`src/sv/lmbas_pkg.sv`:
```
// Shared constants, types and pin map of the LED matrix bit angle scanner.
package lmbas_pkg;

    localparam int ROW_COUNT     = 2;
    localparam int BYTES_PER_ROW = 24;
    localparam int STORE_SIZE    = ROW_COUNT * BYTES_PER_ROW;
    localparam int BYTE_W        = 8;
    localparam int ADDR_W        = 6;
    localparam int ROW_W         = 1;
    localparam int SEL_W         = 5;
    localparam int NUM_PORTS     = 3;
    localparam int PORT_SEL_W    = 2;
    localparam int PIN_BIT_W     = 3;
    localparam int LINE_W        = 2;

    localparam logic [BYTE_W-1:0] MASK_TOP = 8'h80;

    localparam logic KIND_WRITE = 1'b0;
    localparam logic KIND_TICK  = 1'b1;

    typedef logic [BYTE_W-1:0] t_byte;
    typedef logic [BYTES_PER_ROW-1:0][BYTE_W-1:0] t_row_data;

    typedef struct packed {
        logic             en;
        logic [ROW_W-1:0] row;
        logic [SEL_W-1:0] sel;
        t_byte            data;
    } t_wr_req;

    typedef struct packed {
        logic             en;
        logic [ROW_W-1:0] row;
    } t_rd_req;

    // channel -> output port (0 = one, 1 = two, 2 = three)
    localparam logic [PORT_SEL_W-1:0] PIN_PORT [BYTES_PER_ROW] = '{
        2'd1, 2'd1, 2'd1, 2'd0, 2'd0, 2'd1, 2'd0, 2'd0, 2'd0, 2'd0, 2'd0, 2'd0,
        2'd1, 2'd1, 2'd1, 2'd1, 2'd2, 2'd2, 2'd2, 2'd2, 2'd2, 2'd2, 2'd2, 2'd2
    };

    // channel -> bit position within its port
    localparam logic [PIN_BIT_W-1:0] PIN_BIT [BYTES_PER_ROW] = '{
        3'd6, 3'd5, 3'd4, 3'd6, 3'd7, 3'd7, 3'd0, 3'd1, 3'd2, 3'd3, 3'd4, 3'd5,
        3'd3, 3'd2, 3'd1, 3'd0, 3'd7, 3'd6, 3'd2, 3'd1, 3'd0, 3'd3, 3'd4, 3'd5
    };

endpackage

```
`src/sv/lmbas_if.sv`:
```
// Valid/ready channel interfaces for input words and result words.
interface lmbas_item_if;
    logic                          valid;
    logic                          ready;
    logic                          kind;
    logic [lmbas_pkg::ADDR_W-1:0]  address;
    logic [lmbas_pkg::BYTE_W-1:0]  value;

    modport source (output valid, kind, address, value, input ready);
    modport sink   (input valid, kind, address, value, output ready);
endinterface

interface lmbas_result_if;
    logic                          valid;
    logic                          ready;
    logic [lmbas_pkg::BYTE_W-1:0]  port_a;
    logic [lmbas_pkg::BYTE_W-1:0]  port_b;
    logic [lmbas_pkg::BYTE_W-1:0]  port_c;
    logic [lmbas_pkg::LINE_W-1:0]  line_enable;
    logic                          plane_loaded;

    modport source (output valid, port_a, port_b, port_c, line_enable, plane_loaded,
                    input ready);
    modport sink   (input valid, port_a, port_b, port_c, line_enable, plane_loaded,
                    output ready);
endinterface

```
`src/sv/lmbas_frame_store.sv`:
```
// Frame store: row-wide memory with byte writes, per-byte valid bits, registered row read.
module lmbas_frame_store (
    input  logic                 i_clk,
    input  logic                 i_rst_n,
    input  lmbas_pkg::t_wr_req   i_wr,
    input  lmbas_pkg::t_rd_req   i_rd,
    output lmbas_pkg::t_row_data o_row
);
    import lmbas_pkg::*;

    t_row_data                r_mem [ROW_COUNT];
    logic [BYTES_PER_ROW-1:0] r_valid [ROW_COUNT];
    t_row_data                r_rd_data;
    logic [BYTES_PER_ROW-1:0] r_rd_vld;

    always_ff @(posedge i_clk) begin
        if (i_wr.en) begin
            for (int b = 0; b < BYTES_PER_ROW; b++) begin
                if (i_wr.sel == SEL_W'(b)) begin
                    r_mem[i_wr.row][b] <= i_wr.data;
                end
            end
        end
        if (i_rd.en) begin
            r_rd_data <= r_mem[i_rd.row];
        end
    end

    // unwritten bytes read as zero
    always_ff @(posedge i_clk) begin
        if (!i_rst_n) begin
            for (int r = 0; r < ROW_COUNT; r++) begin
                r_valid[r] <= '0;
            end
            r_rd_vld <= '0;
        end else begin
            if (i_wr.en) begin
                for (int b = 0; b < BYTES_PER_ROW; b++) begin
                    if (i_wr.sel == SEL_W'(b)) begin
                        r_valid[i_wr.row][b] <= 1'b1;
                    end
                end
            end
            if (i_rd.en) begin
                r_rd_vld <= r_valid[i_rd.row];
            end
        end
    end

    always_comb begin
        for (int b = 0; b < BYTES_PER_ROW; b++) begin
            o_row[b] = r_rd_vld[b] ? r_rd_data[b] : '0;
        end
    end

endmodule

```
`src/sv/led_matrix_bit_angle_scanner.sv`:
```
// Top level of the LED matrix bit angle scanner (binary code modulation driver).
//
//  channel    dir  words              handshake
//  i_item     in   kind/address/value valid & ready
//  o_result   out  ports/line/loaded  valid & ready
//
//  One word per cycle sustained while o_result is ready; each accepted word goes through
//  the frame store row read, then the pin scatter into the output register.
//  Reset (i_rst_n low, synchronous) clears the frame store valid bits, counters and latches.
//  A stalled result holds the scatter stage; input is still taken while the scatter
//  stage is empty or advancing.
module led_matrix_bit_angle_scanner (
    input  logic                  i_clk,
    input  logic                  i_rst_n,
    lmbas_item_if.sink            i_item,
    lmbas_result_if.source        o_result
);
    import lmbas_pkg::*;

    logic                 accept;
    logic                 out_free;
    logic                 is_tick;
    logic [BYTE_W-1:0]    cnt_inc;
    logic                 tick_hit;
    logic [BYTE_W-1:0]    mask_sh;
    logic                 mask_wrap;
    logic [BYTE_W-1:0]    n_plane_mask;
    logic [ROW_W-1:0]     n_row;
    logic                 wr_in_range;
    logic                 wr_hi_row;
    t_wr_req              wr_req;
    t_rd_req              rd_req;
    t_row_data            row_data;
    logic [NUM_PORTS-1:0][BYTE_W-1:0] scatter;

    logic [BYTE_W-1:0]    r_tick_count;
    logic [BYTE_W-1:0]    r_plane_mask;
    logic [ROW_W-1:0]     r_row;
    logic                 r_s1_valid;
    logic                 r_s1_load;
    logic [BYTE_W-1:0]    r_s1_mask;
    logic [ROW_W-1:0]     r_s1_row;
    logic                 r_out_valid;
    logic                 r_loaded;
    logic [NUM_PORTS-1:0][BYTE_W-1:0] r_pins;
    logic [LINE_W-1:0]    r_line;

    assign out_free     = !r_out_valid || o_result.ready;
    assign i_item.ready = !r_s1_valid || out_free;
    assign accept       = i_item.valid && i_item.ready;
    assign is_tick      = (i_item.kind == KIND_TICK);

    // tick counter and plane sequencing; interval always equals the plane mask
    assign cnt_inc      = r_tick_count + BYTE_W'(1);
    assign tick_hit     = is_tick && (cnt_inc >= r_plane_mask);
    assign mask_sh      = r_plane_mask >> 1;
    assign mask_wrap    = (mask_sh == '0);
    assign n_plane_mask = mask_wrap ? MASK_TOP : mask_sh;

    always_comb begin
        n_row = r_row;
        if (mask_wrap) begin
            n_row = (r_row == ROW_W'(ROW_COUNT - 1)) ? '0 : r_row + ROW_W'(1);
        end
    end

    // frame store access
    assign wr_in_range = (i_item.address < ADDR_W'(STORE_SIZE));
    assign wr_hi_row   = (i_item.address >= ADDR_W'(BYTES_PER_ROW));

    always_comb begin
        wr_req.en   = accept && (i_item.kind == KIND_WRITE) && wr_in_range;
        wr_req.row  = ROW_W'(wr_hi_row);
        wr_req.sel  = wr_hi_row ? SEL_W'(i_item.address - ADDR_W'(BYTES_PER_ROW))
                                : SEL_W'(i_item.address);
        wr_req.data = i_item.value;
        rd_req.en   = accept && tick_hit;
        rd_req.row  = n_row;
    end

    lmbas_frame_store u_store (
        .i_clk   (i_clk),
        .i_rst_n (i_rst_n),
        .i_wr    (wr_req),
        .i_rd    (rd_req),
        .o_row   (row_data)
    );

    always_ff @(posedge i_clk) begin
        if (!i_rst_n) begin
            r_tick_count <= '0;
            r_plane_mask <= MASK_TOP;
            r_row        <= '0;
        end else if (accept && is_tick) begin
            r_tick_count <= tick_hit ? '0 : cnt_inc;
            if (tick_hit) begin
                r_plane_mask <= n_plane_mask;
                r_row        <= n_row;
            end
        end
    end

    always_ff @(posedge i_clk) begin
        if (!i_rst_n) begin
            r_s1_valid <= 1'b0;
        end else if (accept) begin
            r_s1_valid <= 1'b1;
        end else if (out_free) begin
            r_s1_valid <= 1'b0;
        end
    end

    always_ff @(posedge i_clk) begin
        if (accept) begin
            r_s1_load <= tick_hit;
            r_s1_mask <= n_plane_mask;
            r_s1_row  <= n_row;
        end
    end

    // bit plane scatter onto the pin map
    always_comb begin
        scatter = '0;
        for (int ch = 0; ch < BYTES_PER_ROW; ch++) begin
            if ((row_data[ch] & r_s1_mask) != '0) begin
                scatter[PIN_PORT[ch]][PIN_BIT[ch]] = 1'b1;
            end
        end
    end

    // output register doubles as the pin and row enable latches
    always_ff @(posedge i_clk) begin
        if (!i_rst_n) begin
            r_out_valid <= 1'b0;
            r_loaded    <= 1'b0;
            r_pins      <= '0;
            r_line      <= '0;
        end else if (r_s1_valid && out_free) begin
            r_out_valid <= 1'b1;
            r_loaded    <= r_s1_load;
            if (r_s1_load) begin
                r_pins <= scatter;
                r_line <= LINE_W'(1) << r_s1_row;
            end
        end else if (o_result.ready) begin
            r_out_valid <= 1'b0;
        end
    end

    assign o_result.valid        = r_out_valid;
    assign o_result.port_a       = r_pins[0];
    assign o_result.port_b       = r_pins[1];
    assign o_result.port_c       = r_pins[2];
    assign o_result.line_enable  = r_line;
    assign o_result.plane_loaded = r_loaded;

endmodule
```
`src/flat_wrapper.sv`:
```
// flat-port wrapper written by rule: the top's interface ports become plain ports
module led_matrix_bit_angle_scanner_flat import lmbas_pkg::*;
  (i_clk, i_rst_n, i_item_valid, i_item_kind, i_item_address, i_item_value, i_item_ready, o_result_valid, o_result_port_a, o_result_port_b, o_result_port_c, o_result_line_enable, o_result_plane_loaded, o_result_ready);
  lmbas_item_if i_item_i ();
  lmbas_result_if o_result_i ();
  input  logic i_clk;
  input  logic i_rst_n;
  input wire logic [$bits(i_item_i.valid)-1:0] i_item_valid;
  input wire logic [$bits(i_item_i.kind)-1:0] i_item_kind;
  input wire logic [$bits(i_item_i.address)-1:0] i_item_address;
  input wire logic [$bits(i_item_i.value)-1:0] i_item_value;
  output wire logic [$bits(i_item_i.ready)-1:0] i_item_ready;
  output wire logic [$bits(o_result_i.valid)-1:0] o_result_valid;
  output wire logic [$bits(o_result_i.port_a)-1:0] o_result_port_a;
  output wire logic [$bits(o_result_i.port_b)-1:0] o_result_port_b;
  output wire logic [$bits(o_result_i.port_c)-1:0] o_result_port_c;
  output wire logic [$bits(o_result_i.line_enable)-1:0] o_result_line_enable;
  output wire logic [$bits(o_result_i.plane_loaded)-1:0] o_result_plane_loaded;
  input wire logic [$bits(o_result_i.ready)-1:0] o_result_ready;
  assign i_item_i.valid = i_item_valid;
  assign i_item_i.kind = i_item_kind;
  assign i_item_i.address = i_item_address;
  assign i_item_i.value = i_item_value;
  assign i_item_ready = i_item_i.ready;
  assign o_result_valid = o_result_i.valid;
  assign o_result_port_a = o_result_i.port_a;
  assign o_result_port_b = o_result_i.port_b;
  assign o_result_port_c = o_result_i.port_c;
  assign o_result_line_enable = o_result_i.line_enable;
  assign o_result_plane_loaded = o_result_i.plane_loaded;
  assign o_result_i.ready = o_result_ready;
  led_matrix_bit_angle_scanner u_core (.i_clk(i_clk), .i_rst_n(i_rst_n), .i_item(i_item_i), .o_result(o_result_i));
endmodule
```
`config.mk`:
```
export PLATFORM = sky130hd
export DESIGN_NAME = led_matrix_bit_angle_scanner_flat
export DESIGN_NICKNAME = d
export VERILOG_FILES = /design/src/sv/lmbas_pkg.sv /design/src/sv/lmbas_if.sv /design/src/sv/lmbas_frame_store.sv /design/src/sv/led_matrix_bit_angle_scanner.sv /design/src/flat_wrapper.sv
export SDC_FILE = /design/constraint.sdc
export NUM_CORES = 1
export LEC_CHECK = 0
export BUFFER_PORTS_ARGS = -buffer_cell sky130_fd_sc_hd__buf_4
export CAP_MARGIN = 10
export CORE_MARGIN = 8
export CORE_UTILIZATION = 45
export CTS_BUF_LIST = sky130_fd_sc_hd__clkbuf_4 sky130_fd_sc_hd__clkbuf_8
export CTS_CLUSTER_DIAMETER = 120
export DETAILED_ROUTE_END_ITERATION = 8
export PLACE_DENSITY = 0.68
export SLEW_MARGIN = 20
export SYNTH_ARGS = -nofsm -noshare
export SYNTH_HDL_FRONTEND = slang
export SYNTH_SLANG_ARGS = --single-unit
```
`constraint.sdc`:
```
create_clock -name i_clk -period 11.9 [get_ports i_clk]
set_input_delay 2.38 -clock i_clk [delete_from_list [all_inputs] [get_ports i_clk]]
set_output_delay 2.38 -clock i_clk [all_outputs]
set_load 0.005 [all_outputs]
```
==> flow_metrics.env <==
export IMPL_outcome="finished, final reports clean"
export IMPL_yosysMostFrequentCell="nand2_1"
export IMPL_postCtsSetupBuffers=0
export IMPL_wl_met3_um=4570
export IMPL_cp_arrival_ns=2.96
export IMPL_final_setup_tns_ns=0
export IMPL_hpwl_um=29600
export IMPL_die_y_um=255
export IMPL_yosysTopAreaCell="edfxtp_1"
export IMPL_routedWlPerCell_um=20.5
export IMPL_core_um2=56500
export IMPL_cts_made_buffers=105
export IMPL_ir_drop_v=0.0000747
export IMPL_synth_area_um2=25700
export IMPL_clock_skew_final_ns=0.0258
export IMPL_synth_seq_cells=704
export IMPL_cp_required_ns=9.52
export IMPL_syn_avg_cell_area_um2=13.4
export IMPL_grt_first_pass_wirelength_um=87600
export IMPL_hold_buffers=0
export IMPL_grt_pass1_vias=15000
export IMPL_drv_slew=0
export IMPL_htreeDepth=3
export IMPL_drc=0
export IMPL_tightest_slew_ns=1.12
export IMPL_top_layer_used="met5"
export IMPL_vias_per_cell=5.34
export IMPL_clockBufferDepth=3
export IMPL_wl_met1_um=24400
export IMPL_synth_commonest_cells="665 x nand2_1, 586 x edfxtp_1, 118 x dfxtp_1"
export IMPL_synth_seq_area_share=0.775
export IMPL_root_buffer="clkbuf_8"
export IMPL_min_period_over_period=0.449
export IMPL_syn_nets=1947
export IMPL_clkTransAtPathRegs_ns=0.06
export IMPL_routabilityCongestion=0.776
export IMPL_ant_nets=0
export IMPL_p_per_area_nw_per_um2=164
export IMPL_grt_use_total=0.178
export IMPL_path_class="in -> out"
export IMPL_power_leakage_nw=10.2
export IMPL_io_buffers=47
export IMPL_async_reset_ff_frac=0
export IMPL_endpoint_kind="output pin"
export IMPL_max_freq_mhz=187
export IMPL_cts_resized=0
export IMPL_finalPower_mw=4.77
export IMPL_drt_pass1_iter_count=5
export IMPL_holdCritPathClass="reg -> reg"
export IMPL_period_needed_ns=5.34
export IMPL_drt_initial_drc_count=1208
export IMPL_routed_wl_um=58100
export IMPL_synthDistinctLibCells=44
export IMPL_finalNetCount=2016
export IMPL_drv_cap=0
export IMPL_hold_viol_final=0
export IMPL_area_growth_pct=12.8
export IMPL_start_util=0.456
export IMPL_wl_met2_um=27800
export IMPL_clkLatencyLatePin_ns=0.69
export IMPL_setup_viol=0
export IMPL_antennaDiodeCount=0
export IMPL_rsz0062_at_grt="false"
export IMPL_cts_tree="yes"
export IMPL_yosysWarningCount=0
export IMPL_synth_area_top_cells="edfxtp_1 68%, nand2_1 9.7%, dfxtp_1 9.2%"
export IMPL_via_count=15200
export IMPL_start_kind="primary input"
export IMPL_num_fill_cells=4630
export IMPL_overflow=0
export IMPL_synth_flop_cell="edfxtp_1"
export IMPL_relSlewSlack=0.255
export IMPL_worstPathMaxFanout=8
export IMPL_num_rows=87
export IMPL_die_w_um=255
export IMPL_synth_edf_count=586
export IMPL_antenna_found_initial=1
export IMPL_numClockSinks=704
export IMPL_dieArea_um2=65100
export IMPL_drive_gt1_frac=0.127
export IMPL_yosys_area_top_type_share=0.684
export IMPL_ioPinCount=48
export IMPL_synth_cells=1919
export IMPL_grt_max_degree=164
-- kinds of logic (layout without fill, tap and decap cells) --
family / count (synthesis) / after routing / share of synthesized area
and+or+nand+nor: 822 / 822 / 0.129
DFF: 704 / 704 / 0.775
AOI/OAI and AO/OA: 258 / 258 / 0.0688
buffers and inverters: 118 / 280 / 0.0188
adders and majority gates: 9 / 9 / 0.00437
xor gates and xnor gates: 7 / 7 / 0.00311
muxes: 1 / 1 / 0.000389
-- final cells by class --
type | count | area [um2] | area share
Sequential cell | 704 | 20000 | 0.687
Inverter | 14 | 57.6 | 0.00198
Timing Repair Buffer | 66 | 508 | 0.0175
Clock buffer | 174 | 2110 | 0.0728
Clock inverter | 26 | 143 | 0.00491
Tap cell | 756 | 946 | 0.0326
Multi-Input combinational cell | 1097 | 5310 | 0.183
-- report_power, final --
part,switching (mW),internal [mW]
Combinational,0.0771,0.0163
Clock,0.892,1.12
Sequential,0.00312,2.66
-- placed cells by master, fill, tap and decap left out, types with 4 or more instances in the layout --
| cell | count |
|---|---|
| nor2_1 | 56 |
| o21a_1 | 49 |
| nand3_1 | 45 |
| buf_4 | 65 |
| clkinv_1 | 10 |
| clkinvlp_4 | 4 |
| a311oi_1 | 24 |
| clkbuf_8 | 129 |
| inv_1 | 12 |
| a22oi_1 | 96 |
| nand4_1 | 26 |
| nand3b_1 | 5 |
| clkbuf_4 | 45 |
| ha_1 | 9 |
| a21oi_1 | 69 |
| dfxtp_1 | 118 |
| or3_1 | 5 |
| clkinv_2 | 10 |
| edfxtp_1 | 586 |
| o21ai_0 | 11 |
| nand2_1 | 665 |
-- state kept, by name, indices dropped and copies added (netlist names), 2 cells and up --
name	cells
u_core.o_result.port_b	8
u_core.u_store.r_rd_data	192
u_core.o_result.line_enable	2
u_core.u_store.r_rd_vld	24
u_core.o_result.port_c	8
u_core.r_tick_count	8
u_core.u_store.r_mem	384
u_core.r_s1_mask	8
u_core.u_store.r_valid	48
u_core.r_plane_mask	8
u_core.o_result.port_a	8
-- per-stage QoR --
step	hold WS [ns]	std cells	utilization	instance area (um2)	worst slack, ns
after floorplan	0.441	1919	-	25700	2.67
after global placement	0.441	2636	0.474	26800	6.58
after detailed placement	0.449	2637	0.474	26800	6.50
after CTS	0.456	2837	0.514	29000	6.57
after global routing	0.471	2837	0.514	29000	6.50
final	0.453	2837	0.514	29000	6.56
-- metal layers --
layer,vias to the layer above,track usage
met4,2,0.0626
li1,7038,-
met3,106,0.0400
met2,543,0.295
met1,7474,0.231
met5,-,0
-- worst paths after layout --
kind	from	endpoint	slack, ns	depth (start not counted)
setup / recovery	o_result_ready	i_item_ready	6.56	3
hold / removal	u_core.o_result.port_a[0]	u_core.o_result.port_a[0]	0.45	2
setup reg to reg	u_core.r_tick_count[0]	u_core.u_store.r_rd_vld[3]	7.89	12
hold reg to reg	u_core.o_result.port_a[0]	u_core.o_result.port_a[0]	0.45	2
-- worst max-delay path, stage by stage --
cell and delay [ns]:
buf_4 0.11, nand3b_1 0.26, buf_4 0.21
No activity file was read; power rests on OpenSTA's default activity.
